<file path="config.mk">
export PLATFORM = sky130hd
export DESIGN_NAME = tracker_row_tick_sequencer_core
export DESIGN_NICKNAME = d
export VERILOG_FILES = /design/src/trts_pkg.sv /design/src/trts_chan_unit.sv /design/src/tracker_row_tick_sequencer_core.sv
export SDC_FILE = /design/constraint.sdc
export NUM_CORES = 1
export LEC_CHECK = 0
export ABC_AREA = 1
export BUFFER_PORTS_ARGS = -buffer_cell sky130_fd_sc_hd__buf_2
export CORE_MARGIN = 2
export CORE_UTILIZATION = 60
export DETAILED_ROUTE_END_ITERATION = 6
export PLACE_DENSITY = 0.79
export SKIP_LAST_GASP = 1
export SLEW_MARGIN = 5
export SYNTH_ARGS = -nofsm -noshare
export SYNTH_HDL_FRONTEND = slang
export SYNTH_SLANG_ARGS = --single-unit
</file>
<file path="constraint.sdc">
create_clock -name clk_i -period 15.5 [get_ports clk_i]
set_input_delay 2.325 -clock clk_i [delete_from_list [all_inputs] [get_ports clk_i]]
set_output_delay 2.325 -clock clk_i [all_outputs]
set_load 0.01 [all_outputs]
</file>
<file path="src/trts_pkg.sv">
`default_nettype none
package trts_pkg;

  localparam int unsigned Channels = 4;
  localparam int unsigned ChW      = 2;
  localparam int unsigned Rows     = 64;
  localparam int unsigned RowW     = 6;

  localparam logic [6:0] VolMax       = 7'd64;
  localparam logic [7:0] NoInstrument = 8'hFF;
  localparam logic [7:0] DefaultTicks = 8'd6;

  typedef enum logic [1:0] {
    OP_TICK  = 2'd0,
    OP_CELL  = 2'd1,
    OP_START = 2'd2,
    OP_NONE  = 2'd3
  } op_e;

  typedef enum logic [1:0] {
    NOTE_NONE = 2'd0,
    NOTE_NEW  = 2'd1,
    NOTE_CUT  = 2'd2,
    NOTE_OFF  = 2'd3
  } note_e;

  localparam logic [3:0] FxPorta     = 4'h3;
  localparam logic [3:0] FxVolSlide  = 4'hA;
  localparam logic [3:0] FxJump      = 4'hB;
  localparam logic [3:0] FxSetVol    = 4'hC;
  localparam logic [3:0] FxBreak     = 4'hD;
  localparam logic [3:0] FxSpeed     = 4'hF;

  localparam logic [1:0] RegInitSpeed = 2'd0;
  localparam logic [1:0] RegSeqLen    = 2'd1;
  localparam logic [1:0] RegInstCnt   = 2'd2;

  typedef enum logic [1:0] {
    ST_IDLE = 2'd0,
    ST_WALK = 2'd1,
    ST_DONE = 2'd2
  } state_e;

  // one channel's record
  typedef struct packed {
    logic [6:0] volume;
    logic [7:0] instrument;
    logic       held;
    logic [3:0] slide_up;
    logic [3:0] slide_down;
    logic [3:0] effect;
    logic [7:0] param;
  } chan_t;

  // job handed to the channel unit
  typedef struct packed {
    logic       do_tick;
    logic       do_cell;
    logic       do_start;
    logic       do_clear;
    logic       do_fx;
    logic       voice;
    logic [1:0] kind;
    logic [7:0] inst;
    logic [3:0] fx;
    logic [7:0] param;
    logic [7:0] inst_count;
  } job_t;

  // saturating slide from the memories
  function automatic logic [6:0] slide_mem(input logic [6:0] v, input logic [3:0] up,
                                           input logic [3:0] dn);
    logic [7:0] s;
    s = {1'b0, v} + {4'd0, up};
    if (up != 4'd0) begin
      slide_mem = (s > {1'b0, VolMax}) ? VolMax : s[6:0];
    end else if (dn != 4'd0) begin
      slide_mem = (v > {3'd0, dn}) ? v - {3'd0, dn} : 7'd0;
    end else begin
      slide_mem = v;
    end
  endfunction

endpackage
`default_nettype wire

</file>
<file path="src/trts_chan_unit.sv">
`default_nettype none
// Shared per-channel update: one channel record in, updated record out.
module trts_chan_unit (
  input  var trts_pkg::chan_t cur_i,
  input  var trts_pkg::job_t  job_i,
  output trts_pkg::chan_t     nxt_o
);
  trts_pkg::chan_t c;
  logic inst_ok, inst_some;

  always_comb begin
    c = cur_i;
    inst_ok   = job_i.inst < job_i.inst_count;
    inst_some = (job_i.inst != trts_pkg::NoInstrument) && inst_ok;
    if (job_i.do_start) begin
      c.slide_up   = 4'd0;
      c.slide_down = 4'd0;
      c.effect     = 4'd0;
      c.param      = 8'd0;
    end else if (job_i.do_tick) begin
      if (!job_i.voice) c.held = 1'b0;
      if (job_i.do_clear) begin
        c.effect = 4'd0;
        c.param  = 8'd0;
      end else if (job_i.do_fx) begin
        if (c.effect == trts_pkg::FxVolSlide) begin
          if (c.param[7:4] != 4'd0) c.slide_up = c.param[7:4];
          if (c.param[3:0] != 4'd0) c.slide_down = c.param[3:0];
          c.volume = trts_pkg::slide_mem(c.volume, c.slide_up, c.slide_down);
        end
        if (c.effect == trts_pkg::FxSetVol && c.param <= {1'b0, trts_pkg::VolMax})
          c.volume = c.param[6:0];
        c.volume = trts_pkg::slide_mem(c.volume, c.slide_up, c.slide_down);
      end
    end else if (job_i.do_cell) begin
      if (!job_i.voice) c.held = 1'b0;
      c.effect = job_i.fx;
      c.param  = job_i.param;
      case (job_i.kind)
        trts_pkg::NOTE_OFF: c.held = 1'b0;
        trts_pkg::NOTE_NEW: begin
          if (job_i.fx == trts_pkg::FxPorta && job_i.voice && c.held) begin
            if (inst_some) c.instrument = job_i.inst;
          end else begin
            if (inst_ok) c.instrument = job_i.inst;
            if (c.instrument < job_i.inst_count) begin
              c.held   = 1'b1;
              c.volume = trts_pkg::VolMax;
              if (job_i.fx == trts_pkg::FxSetVol && job_i.param <= {1'b0, trts_pkg::VolMax})
                c.volume = job_i.param[6:0];
            end
          end
        end
        trts_pkg::NOTE_NONE: begin
          if (inst_some) c.instrument = job_i.inst;
          if (job_i.fx == trts_pkg::FxSetVol && job_i.param <= {1'b0, trts_pkg::VolMax})
            c.volume = job_i.param[6:0];
          if (job_i.fx == trts_pkg::FxVolSlide) begin
            if (job_i.param[7:4] != 4'd0) c.slide_up = job_i.param[7:4];
            if (job_i.param[3:0] != 4'd0) c.slide_down = job_i.param[3:0];
          end
        end
        default: ;
      endcase
    end
    nxt_o = c;
  end
endmodule
`default_nettype wire

</file>
<file path="src/tracker_row_tick_sequencer_core.sv">
`default_nettype none
// Four-channel tracker sequencer (flow and volume). Send OP_START, then one tick request
// per tracker tick; when row_start_o is set, send that row's cells one per channel. A
// cell request taken while playing visits only the addressed channel record; every other
// request (tick, start, a cell while stopped, the unused operation) visits all four: the
// flow update is done as the request is taken, then one shared channel unit walks the
// channel records one per cycle, and the result is loaded into an output register.
// The next request may enter while that result waits; a finished walk holds until the
// previous result has been taken.
module tracker_row_tick_sequencer_core (
  input  wire        clk_i,
  input  wire        rst_ni,
  input  wire        cfg_valid_i,
  output logic       cfg_ready_o,
  input  wire  [1:0] cfg_index_i,
  input  wire  [7:0] cfg_data_i,
  input  wire        in_valid_i,
  output logic       in_ready_o,
  input  wire  [1:0] operation_i,
  input  wire  [1:0] channel_i,
  input  wire  [1:0] note_kind_i,
  input  wire  [7:0] instrument_i,
  input  wire  [3:0] effect_i,
  input  wire  [7:0] param_i,
  input  wire  [3:0] voices_active_i,
  output logic       out_valid_o,
  input  wire        out_ready_i,
  output logic       playing_o,
  output logic [7:0] position_o,
  output logic [5:0] row_o,
  output logic [7:0] tick_o,
  output logic       row_start_o,
  output logic       song_end_o,
  output logic [7:0] speed_o,
  output logic [6:0] volume_ch0_o,
  output logic [6:0] volume_ch1_o,
  output logic [6:0] volume_ch2_o,
  output logic [6:0] volume_ch3_o
);
  trts_pkg::state_e state_q, state_d;
  logic [7:0] init_speed_q, seq_len_q, inst_cnt_q;
  logic [7:0] tick_q, pos_q, tpr_q;
  logic [5:0] row_q, brk_row_q;
  logic       run_q, brk_q;
  logic [8:0] jump_q;
  trts_pkg::chan_t chan_q [trts_pkg::Channels];
  logic [1:0] op_q, kind_q;
  logic [7:0] inst_q, param_q;
  logic [3:0] fx_q, voices_q;
  logic [1:0] idx_q;
  logic       fx_tick_q, clr_q, rs_q, se_q;
  logic       ov_q;
  logic       out_free;

  trts_pkg::job_t  job;
  trts_pkg::chan_t cur, nxt;

  assign cfg_ready_o = 1'b1;
  assign in_ready_o  = (state_q == trts_pkg::ST_IDLE);
  assign out_valid_o = ov_q;
  assign out_free    = !ov_q || out_ready_i;

  wire in_fire = in_valid_i && in_ready_o;

  // flow update on entry
  logic [7:0] tick_inc;
  logic [8:0] pos_n;
  logic [5:0] row_n;
  logic [6:0] row_raw;
  logic [7:0] bcd;
  assign tick_inc = tick_q + 8'd1;
  assign bcd = {param_i[7:4], 3'd0} + {2'd0, param_i[7:4], 1'b0} + {4'd0, param_i[3:0]};

  // next row and position at the end of a row
  always_comb begin
    pos_n   = {1'b0, pos_q};
    row_raw = {1'b0, row_q} + 7'd1;
    if (brk_q) begin
      if (!jump_q[8]) pos_n = jump_q;
      else pos_n = pos_n + 9'd1;
      row_raw = {1'b0, brk_row_q};
    end
    row_n = row_raw[5:0];
    if (row_raw[6]) pos_n = pos_n + 9'd1;
  end

  always_ff @(posedge clk_i or negedge rst_ni) begin
    if (!rst_ni) begin
      init_speed_q <= trts_pkg::DefaultTicks;
      seq_len_q    <= 8'd1;
      inst_cnt_q   <= 8'd0;
    end else if (cfg_valid_i) begin
      case (cfg_index_i)
        trts_pkg::RegInitSpeed: init_speed_q <= cfg_data_i;
        trts_pkg::RegSeqLen:    seq_len_q    <= cfg_data_i;
        trts_pkg::RegInstCnt:   inst_cnt_q   <= cfg_data_i;
        default: ;
      endcase
    end
  end

  assign cur = chan_q[idx_q];
  always_comb begin
    job            = '0;
    job.do_start   = (op_q == trts_pkg::OP_START);
    job.do_tick    = (op_q == trts_pkg::OP_TICK);
    job.do_cell    = (op_q == trts_pkg::OP_CELL);
    job.do_clear   = clr_q;
    job.do_fx      = fx_tick_q;
    job.voice      = voices_q[idx_q];
    job.kind       = kind_q;
    job.inst       = inst_q;
    job.fx         = fx_q;
    job.param      = param_q;
    job.inst_count = inst_cnt_q;
  end

  trts_chan_unit u_chan (.cur_i(cur), .job_i(job), .nxt_o(nxt));

  always_comb begin
    state_d = state_q;
    case (state_q)
      trts_pkg::ST_IDLE: if (in_fire) state_d = trts_pkg::ST_WALK;
      trts_pkg::ST_WALK: begin
        if (op_q == trts_pkg::OP_CELL || idx_q == 2'd3) state_d = trts_pkg::ST_DONE;
      end
      // hold until the previous result has been taken
      trts_pkg::ST_DONE: if (out_free) state_d = trts_pkg::ST_IDLE;
      default: state_d = trts_pkg::ST_IDLE;
    endcase
  end

  always_ff @(posedge clk_i or negedge rst_ni) begin
    if (!rst_ni) begin
      state_q <= trts_pkg::ST_IDLE;
      ov_q    <= 1'b0;
      tick_q  <= 8'd0; row_q <= 6'd0; pos_q <= 8'd0;
      tpr_q   <= trts_pkg::DefaultTicks;
      run_q   <= 1'b0; brk_q <= 1'b0; brk_row_q <= 6'd0;
      jump_q  <= 9'h100;
      for (int i = 0; i < int'(trts_pkg::Channels); i++) begin
        chan_q[i] <= '{volume: 7'd0, instrument: trts_pkg::NoInstrument, default: '0};
      end
      op_q <= trts_pkg::OP_NONE;
      kind_q <= 2'd0; inst_q <= 8'd0; fx_q <= 4'd0; param_q <= 8'd0; voices_q <= 4'd0;
      idx_q <= 2'd0; fx_tick_q <= 1'b0; clr_q <= 1'b0; rs_q <= 1'b0; se_q <= 1'b0;
      playing_o    <= 1'b0;
      position_o   <= 8'd0;
      row_o        <= 6'd0;
      tick_o       <= 8'd0;
      row_start_o  <= 1'b0;
      song_end_o   <= 1'b0;
      speed_o      <= 8'd0;
      volume_ch0_o <= 7'd0;
      volume_ch1_o <= 7'd0;
      volume_ch2_o <= 7'd0;
      volume_ch3_o <= 7'd0;
    end else begin
      state_q <= state_d;
      if (state_q == trts_pkg::ST_DONE && out_free) ov_q <= 1'b1;
      else if (out_ready_i) ov_q <= 1'b0;
      case (state_q)
        trts_pkg::ST_IDLE: if (in_fire) begin
          kind_q <= note_kind_i; inst_q <= instrument_i; fx_q <= effect_i;
          param_q <= param_i; voices_q <= voices_active_i;
          idx_q <= 2'd0; fx_tick_q <= 1'b0; clr_q <= 1'b0;
          rs_q <= 1'b0; se_q <= 1'b0;
          op_q <= trts_pkg::OP_NONE;
          if (operation_i == trts_pkg::OP_START) begin
            op_q <= trts_pkg::OP_START;
            run_q <= 1'b1; pos_q <= 8'd0; row_q <= 6'd0; tick_q <= 8'd0;
            brk_q <= 1'b0; brk_row_q <= 6'd0; jump_q <= 9'h100;
            tpr_q <= (init_speed_q != 8'd0) ? init_speed_q : trts_pkg::DefaultTicks;
            rs_q <= 1'b1;
          end else if (operation_i == trts_pkg::OP_TICK && run_q) begin
            op_q <= trts_pkg::OP_TICK;
            if (tick_inc < tpr_q) begin
              tick_q <= tick_inc;
              fx_tick_q <= 1'b1;
            end else begin
              tick_q <= 8'd0;
              if (brk_q) begin
                brk_q <= 1'b0;
                if (!jump_q[8]) jump_q <= 9'h100;
                brk_row_q <= 6'd0;
              end
              row_q <= row_n;
              pos_q <= pos_n[7:0];
              if (pos_n >= {1'b0, seq_len_q}) begin
                run_q <= 1'b0; se_q <= 1'b1;
              end else begin
                clr_q <= 1'b1; rs_q <= 1'b1;
              end
            end
          end else if (operation_i == trts_pkg::OP_CELL && run_q) begin
            op_q <= trts_pkg::OP_CELL;
            idx_q <= channel_i;
            if (effect_i == trts_pkg::FxJump) begin
              jump_q <= {1'b0, param_i}; brk_q <= 1'b1; brk_row_q <= 6'd0;
            end else if (effect_i == trts_pkg::FxBreak) begin
              brk_q <= 1'b1;
              brk_row_q <= (bcd >= 8'(trts_pkg::Rows)) ? 6'd0 : bcd[5:0];
            end else if (effect_i == trts_pkg::FxSpeed && param_i != 8'd0) begin
              tpr_q <= param_i;
            end
          end
        end
        trts_pkg::ST_WALK: begin
          if (op_q != trts_pkg::OP_NONE) chan_q[idx_q] <= nxt;
          idx_q <= idx_q + 2'd1;
        end
        trts_pkg::ST_DONE: if (out_free) begin
          playing_o   <= run_q;
          position_o  <= pos_q;
          row_o       <= row_q;
          tick_o      <= tick_q;
          row_start_o <= rs_q;
          song_end_o  <= se_q;
          speed_o     <= tpr_q;
          volume_ch0_o <= chan_q[0].volume;
          volume_ch1_o <= chan_q[1].volume;
          volume_ch2_o <= chan_q[2].volume;
          volume_ch3_o <= chan_q[3].volume;
        end
        default: ;
      endcase
    end
  end
endmodule
`default_nettype wire

</file>
Word level (Yosys, flattened, before mapping)
Index checks and enable logic that the tools add are counted.
W data, S select, Z words.
{ "op_classes": {"addsub": 11, "magnitude_cmp": 14, "eq_ne": 31, "mux": 145, "bitwise_logic": 1, "n_reduce_logical": 54} }
{ "op_table": {"columns": ["op", "n"], "rows": [
  ["$mux W8", 32],
  ["$mux W7", 22],
  ["$bwmux W144", 1],
  ["$mux W36", 4],
  ["$mux W9", 9],
  ["$bmux W36 S2", 1],
  ["$demux W36 S2", 1],
  ["$mux W6", 11],
  ["$mux W4", 14],
  ["$reduce_bool A4 Y1", 9],
  ["$mux W1", 31],
  ["$pmux W15 S2", 1],
  ["$eq A4 B4 Y1 const B", 7],
  ["$lt A8 B8 Y1", 3],
  ["$mux W21", 1],
  ["$mux W2", 10],
  ["$mux W20", 1],
  ["$add A7 B4 Y8", 2],
  ["$gt A8 B7 Y1 const B", 2],
  ["$le A8 B7 Y1 const B", 2],
  ["$mux W16", 1],
  ["$reduce_bool A8 Y1", 2],
  ["$gt A7 B4 Y1", 2],
  ["$ne A2 B2 Y1 const B", 7],
  ["other kinds (37)", 80]
]} }
{ "totals": {"reg_bits": 313, "in_bits": 45, "output_inout_bits": 64, "wordCells": 320} }

Logic depth before layout (Yosys ltp)
{ "depth": {"ltp_word": 30, "ltp_mapped": 46, "depth_no_buf": 44} }

Hierarchy
From an unflattened synthesis, not the netlist that was laid out.
{ "unflattened": {"hier_cells": 2366, "area_unflattened_um2": 18162.4} }
{ "by_module_without_submodules": {"columns": ["mod", "n_inst", "cells_each", "area_per_inst_um2", "seq_area_each_um2"], "rows": [
  ["tracker_row_tick_sequencer_core", 1, 1621, 14242.4, 7882.6],
  ["trts_chan_unit", 1, 745, 3920.0, 0.0]
]} }

Least setup slack after synthesis
OpenSTA, ideal clock, no wires.
{ "synth_path": {"path_kind": "register to register", "startpoint": "register idx_q[0]", "endpoint": "register chan_q[105] (netlist bit)", "setup_time_ps": 117, "arrival_time_ps": 4773, "required_time_ps": 15383, "setup_slack_ps": 10610, "stages_incl_launch_ff": 38, "n_path_buf": 6, "synth_period_minus_slack_ps": 4890, "cell_sequence": "dfrtp_1 buf_6 buf_6 buf_6 buf_4 buf_4 buf_2 nand2_1 a32oi_1 inv_1 ha_1 inv_1 o31ai_1 nand2_1 nand3b_1 o31ai_4 nand3_2 nand3_1 (+2 left out) a21oi_1 ha_1 nand2_1 nor2_1 a211oi_1 inv_1 nand2_1 nand2_1 a21oi_1 nand3_1 nand2_1 nor2_1 nor2_1 nand2_1 nand2_1 nand2_2 nand2_1 nand2_1"} }
{ "synth_via": {"elab_chain_cells": 30, "elab_cells_between_ends": 83, "cone_classes": "add/sub (4); order compare (8); eq/ne (2); mux (58); bitwise (1); reduce/logical (10)"} }
{ "synth_rtl": {"columns": ["element", "line_no", "source"], "rows": [
  ["start: declaration", "tracker_row_tick_sequencer_core.sv:50", "logic [1:0] idx_q;"],
  ["start signal: assignment", "tracker_row_tick_sequencer_core.sv:197", "idx_q <= channel_i;"],
  ["start signal: assignment", "tracker_row_tick_sequencer_core.sv:210", "idx_q <= idx_q + 2'd1;"],
  ["$not A2 Y3 (not written as such)", "tracker_row_tick_sequencer_core.sv:102, tracker_row_tick_sequencer_core.sv:209", null],
  ["$bmux W36 S2", "tracker_row_tick_sequencer_core.sv:102", "assign cur = chan_q[idx_q];"],
  ["$mux W36 (not written as such) (2 in a row)", "tracker_row_tick_sequencer_core.sv:102", null],
  ["$reduce_bool A4 Y1 (on tied branches)", "trts_chan_unit.sv:27, trts_chan_unit.sv:28", null],
  ["$mux W4 (on tied branches)", "trts_chan_unit.sv:27, trts_chan_unit.sv:28", null],
  ["$mux W4", "trts_chan_unit.sv:26", "if (c.effect == trts_pkg::FxVolSlide) begin"],
  ["$mux W4", "trts_chan_unit.sv:25", "end else if (job_i.do_fx) begin"],
  ["$mux W4", "trts_chan_unit.sv:22", "if (job_i.do_clear) begin"],
  ["(+13 left out)", null, null],
  ["$gt A8 B7 Y1 or $mux W7 (tied branches)", "trts_pkg.sv:76, trts_pkg.sv:78", null],
  ["$mux W7 (on tied branches)", "trts_pkg.sv:76, trts_pkg.sv:77", null],
  ["$mux W7", "trts_pkg.sv:75", "if (up != 4'd0) begin"],
  ["$mux W7", "trts_chan_unit.sv:25", null],
  ["$mux W7", "trts_chan_unit.sv:22", null],
  ["$mux W7", "trts_chan_unit.sv:20", "end else if (job_i.do_tick) begin"],
  ["$mux W16", "trts_chan_unit.sv:15", "if (job_i.do_start) begin"],
  ["$bwmux W144 (*)", "tracker_row_tick_sequencer_core.sv:209", "if (op_q != trts_pkg::OP_NONE) chan_q[idx_q] <= nxt;"],
  ["end signal: indexed assignment", "tracker_row_tick_sequencer_core.sv:209", null],
  ["end: declaration", "tracker_row_tick_sequencer_core.sv:46", "trts_pkg::chan_t chan_q [trts_pkg::Channels];"]
]} }
Mark *: on every way between the ends. The rest lies on a longest branch, timed or not. The select of a mux whose other input is x is not followed.
A chain may end at the register's enable or synchronous reset.

Final worst setup path
Ends and elaborated chain as after synthesis.

==> metrics <==
htree depth=2; VDD IR max=approximately 0.15 mV; Placer Congestion=0.9364; fin worst setup slack=~9.4 ns; Synth Warn #=0; Hold/Removal Path Class=reg2reg; Initial Util=about three fifths; Yosys top cell area share=around two fifths; DRC viols=1; cell count after synthesis=between 2000 and 2500; WS Path Type=reg2reg; violated checks=design-rule violations; DP Wirelength=between 30 and 40 mm; post-synthesis compound-gate area fraction=15.59%; 1st-iter DRT viols=1835; worst skew pair latency=around 0.52 ns; Die Wd=~180 µm; CP required=roughly 16 ns; startpoint types=flop; dominant cells by area after synthesis=dfrtp_1 38%, nand2_1 17%, o21ai_0 7.3%, dfstp_2 5.9%, inv_1 5.0%; Slew @ Worst Pin=1.126 ns; # fillers=approximately 2500; critical path depth=38; multiplexer share of the synthesized area=less than 1%; Setup TNS=0 ns; Yosys top cell by area=dfrtp_1; fmax=~0.16 GHz; Worst slew margin=between 20% and 30%; Power Total=5.259 mW; Main synth FF type=dfrtp_1; Post-synth EDFFs=0; CORE AREA=29480 µm²; fin. max-slew vios=0; LEAKAGE=9.902 nW; die area=roughly 31000 µm²; R2R cell count=38; PostCTS Resize Cnt=0; antenna-violating nets left=0; area grow syn2layout=10.66%; max_cap viols=0; Synthesized Nets=about 2500; Seq/Total Area, Yosys=approximately 44%; Cell Rows=between 60 and 70; DR vias=about 17000; I/O pins=109; largest net degree at the start of global routing=approximately 110; setup bufs post-CTS=0; hold-fix buffers at CTS=0; final worst path period share=just under 40%; # nets final=roughly 2500; pre-CTS worst setup slack=9.508 ns; CTS tree=done; total gr overflow=0; Tmin final=slightly above 6 ns; DRT Pass-1 Iters=7; largest family of logic cells by synthesized area=simple AND/OR/NAND/NOR gates; final hold violations=0; clock tree buffer depth=3; Post-Route WL=50.09 mm; status=finished, violations left; Simple-Gate Fraction of Synth Area=between 20 and 30%; Crit path top cell by count=nand2_1; clock skew=0.01353 ns; Critical path buffers and inverters=4; # port buffers=between 100 and 150; Post-synth ARST share=100.0%; antenna cells=0; xor and xnor fraction of the mapped netlist area=less than 1%; global-route wire length before repair=80.96 mm; CTS Buf Count=35; CP delay by family, top=simple AND/OR/NAND/NOR gates; Multi-input gate area=about 8500 µm²; synthesis-stage register bit count=313; Root Driver=clkbuf_16; clock sinks=between 300 and 400; Worst setup EP type=flop; PD cells=about 270 nW/µm²; synthesized area per cell=7.604 µm²; Cell Area, Synth=17880 µm²; all-layer global routing usage=32.45%; storage element area=between 7000 and 8000 µm²; initial antenna violation count=1; Vias/cell=5.845; slowest cell delay on critical path=roughly 0.58 ns; most frequent cells after synthesis=808 x nand2_1, 273 x dfrtp_1, 260 x o21ai_0; cell count of the worst hold path=2; Crit-path slowest cell=buf_4; Worst-path clk slew=approximately 0.06 ns; Max Fanout on Critical Path=54; number of global-route vias before repair=between 15000 and 20000; most common cell in the netlist=nand2_1; unrepaired setup endpoints after global routing=false; area share of fa/ha/maj cells after synthesis=between 4 and 5%; Arr. time, crit path=approximately 6.5 ns; final setup violation count=0; Die H=roughly 180 µm; Yosys cell types=between 60 and 70; share of cells above drive strength 1=about 12%; WL/cell=~18 µm
-- metrics by stage --
step                cell area (µm²)  hold slack [ns]  instances  util, %
floorplan                     17880           0.4438       2352        -
global placement              18580           0.4550       2768    63.02
detailed placement            18580           0.4620       2768    63.02
CTS                           19790           0.4680       2831    67.13
global route                  19790           0.4728       2831    67.13
finish                        19790           0.4686       2831    67.13
-- layout make-up --
type	instances	area share, %
Timing Repair Buffer	126	3.477
Tap cell	390	2.466
Sequential cell	313	39.83
Clock inverter	6	0.5690
Inverter	256	4.893
Clock buffer	57	5.563
Multi-Input combinational cell	1683	43.20
-- logic make-up after synthesis --
logic type	after synthesis
muxes	13
xor gates and xnor gates	20
DFF	313
other	1
buffers and inverters	356
and+or+nand+nor	1099
adders and majority gates	65
AOI/OAI and AO/OA	485
-- cells in the final DEF (no fill, tap or decap), types with 6 or more instances in the layout --
master,count
nand2_1,807
o221ai_1,8
xnor2_1,7
nor2_1,92
dfrtp_1,272
inv_1,235
a21oi_1,97
nand2_2,23
xor2_1,13
ha_1,60
mux2_2,13
o211ai_1,17
clkbuf_16,37
nand3_2,6
dfstp_2,40
o21ai_1,18
nand2_4,6
clkbuf_8,10
nor3_1,13
clkbuf_1,10
o21ai_0,260
nand3_1,103
o41ai_1,6
nor4_1,8
o22ai_1,23
a221oi_1,6
nand4_1,21
clkinv_1,8
inv_2,12
buf_4,19
buf_2,106
a32oi_1,9
-- state kept, by name (all words and copies together), names as in the netlist, 8 cells and up --
name	flops
pos_q	8
tick_o	8
seq_len_q	8
tick_q	8
tpr_q	8
inst_q	8
position_o	8
inst_cnt_q	8
init_speed_q	8
chan_q	144
param_q	8
speed_o	8
jump_q	9
-- path summary, 6_finish.rpt --
path / from / endpoint / slack, ns
worst min register to register: chan_q[94] / chan_q[94] / 0.47
max in group asynchronous: rst_ni / idx_q[0] / 12.19
worst max register to register: idx_q[0] / chan_q[105] / 9.40
min in group asynchronous: rst_ni / row_o[0] / 1.79
worst max-delay path: idx_q[0] / chan_q[105] / 9.40
worst min-delay path: chan_q[94] / chan_q[94] / 0.47
-- power breakdown --
part	internal [mW]	switching (mW)
Clock	0.536	0.334
Sequential	1.18	0.230
Combinational	0.974	2.01
-- per-layer routing --
metal / GRT usage [%] / share of wire (%)
met3: 5.412 / 7.6
met4: 12.95 / 3.7
met1: 42.97 / 41
met2: 53.45 / 47
met5: 0 / 0
-- tightest hold or removal path: cells and delay by family (launching register included) --
kind	cells	cell delay, ns
and+or+nand+nor	2	0.10
DFF	1	0.37
Power figures use the tool's default switching activity.
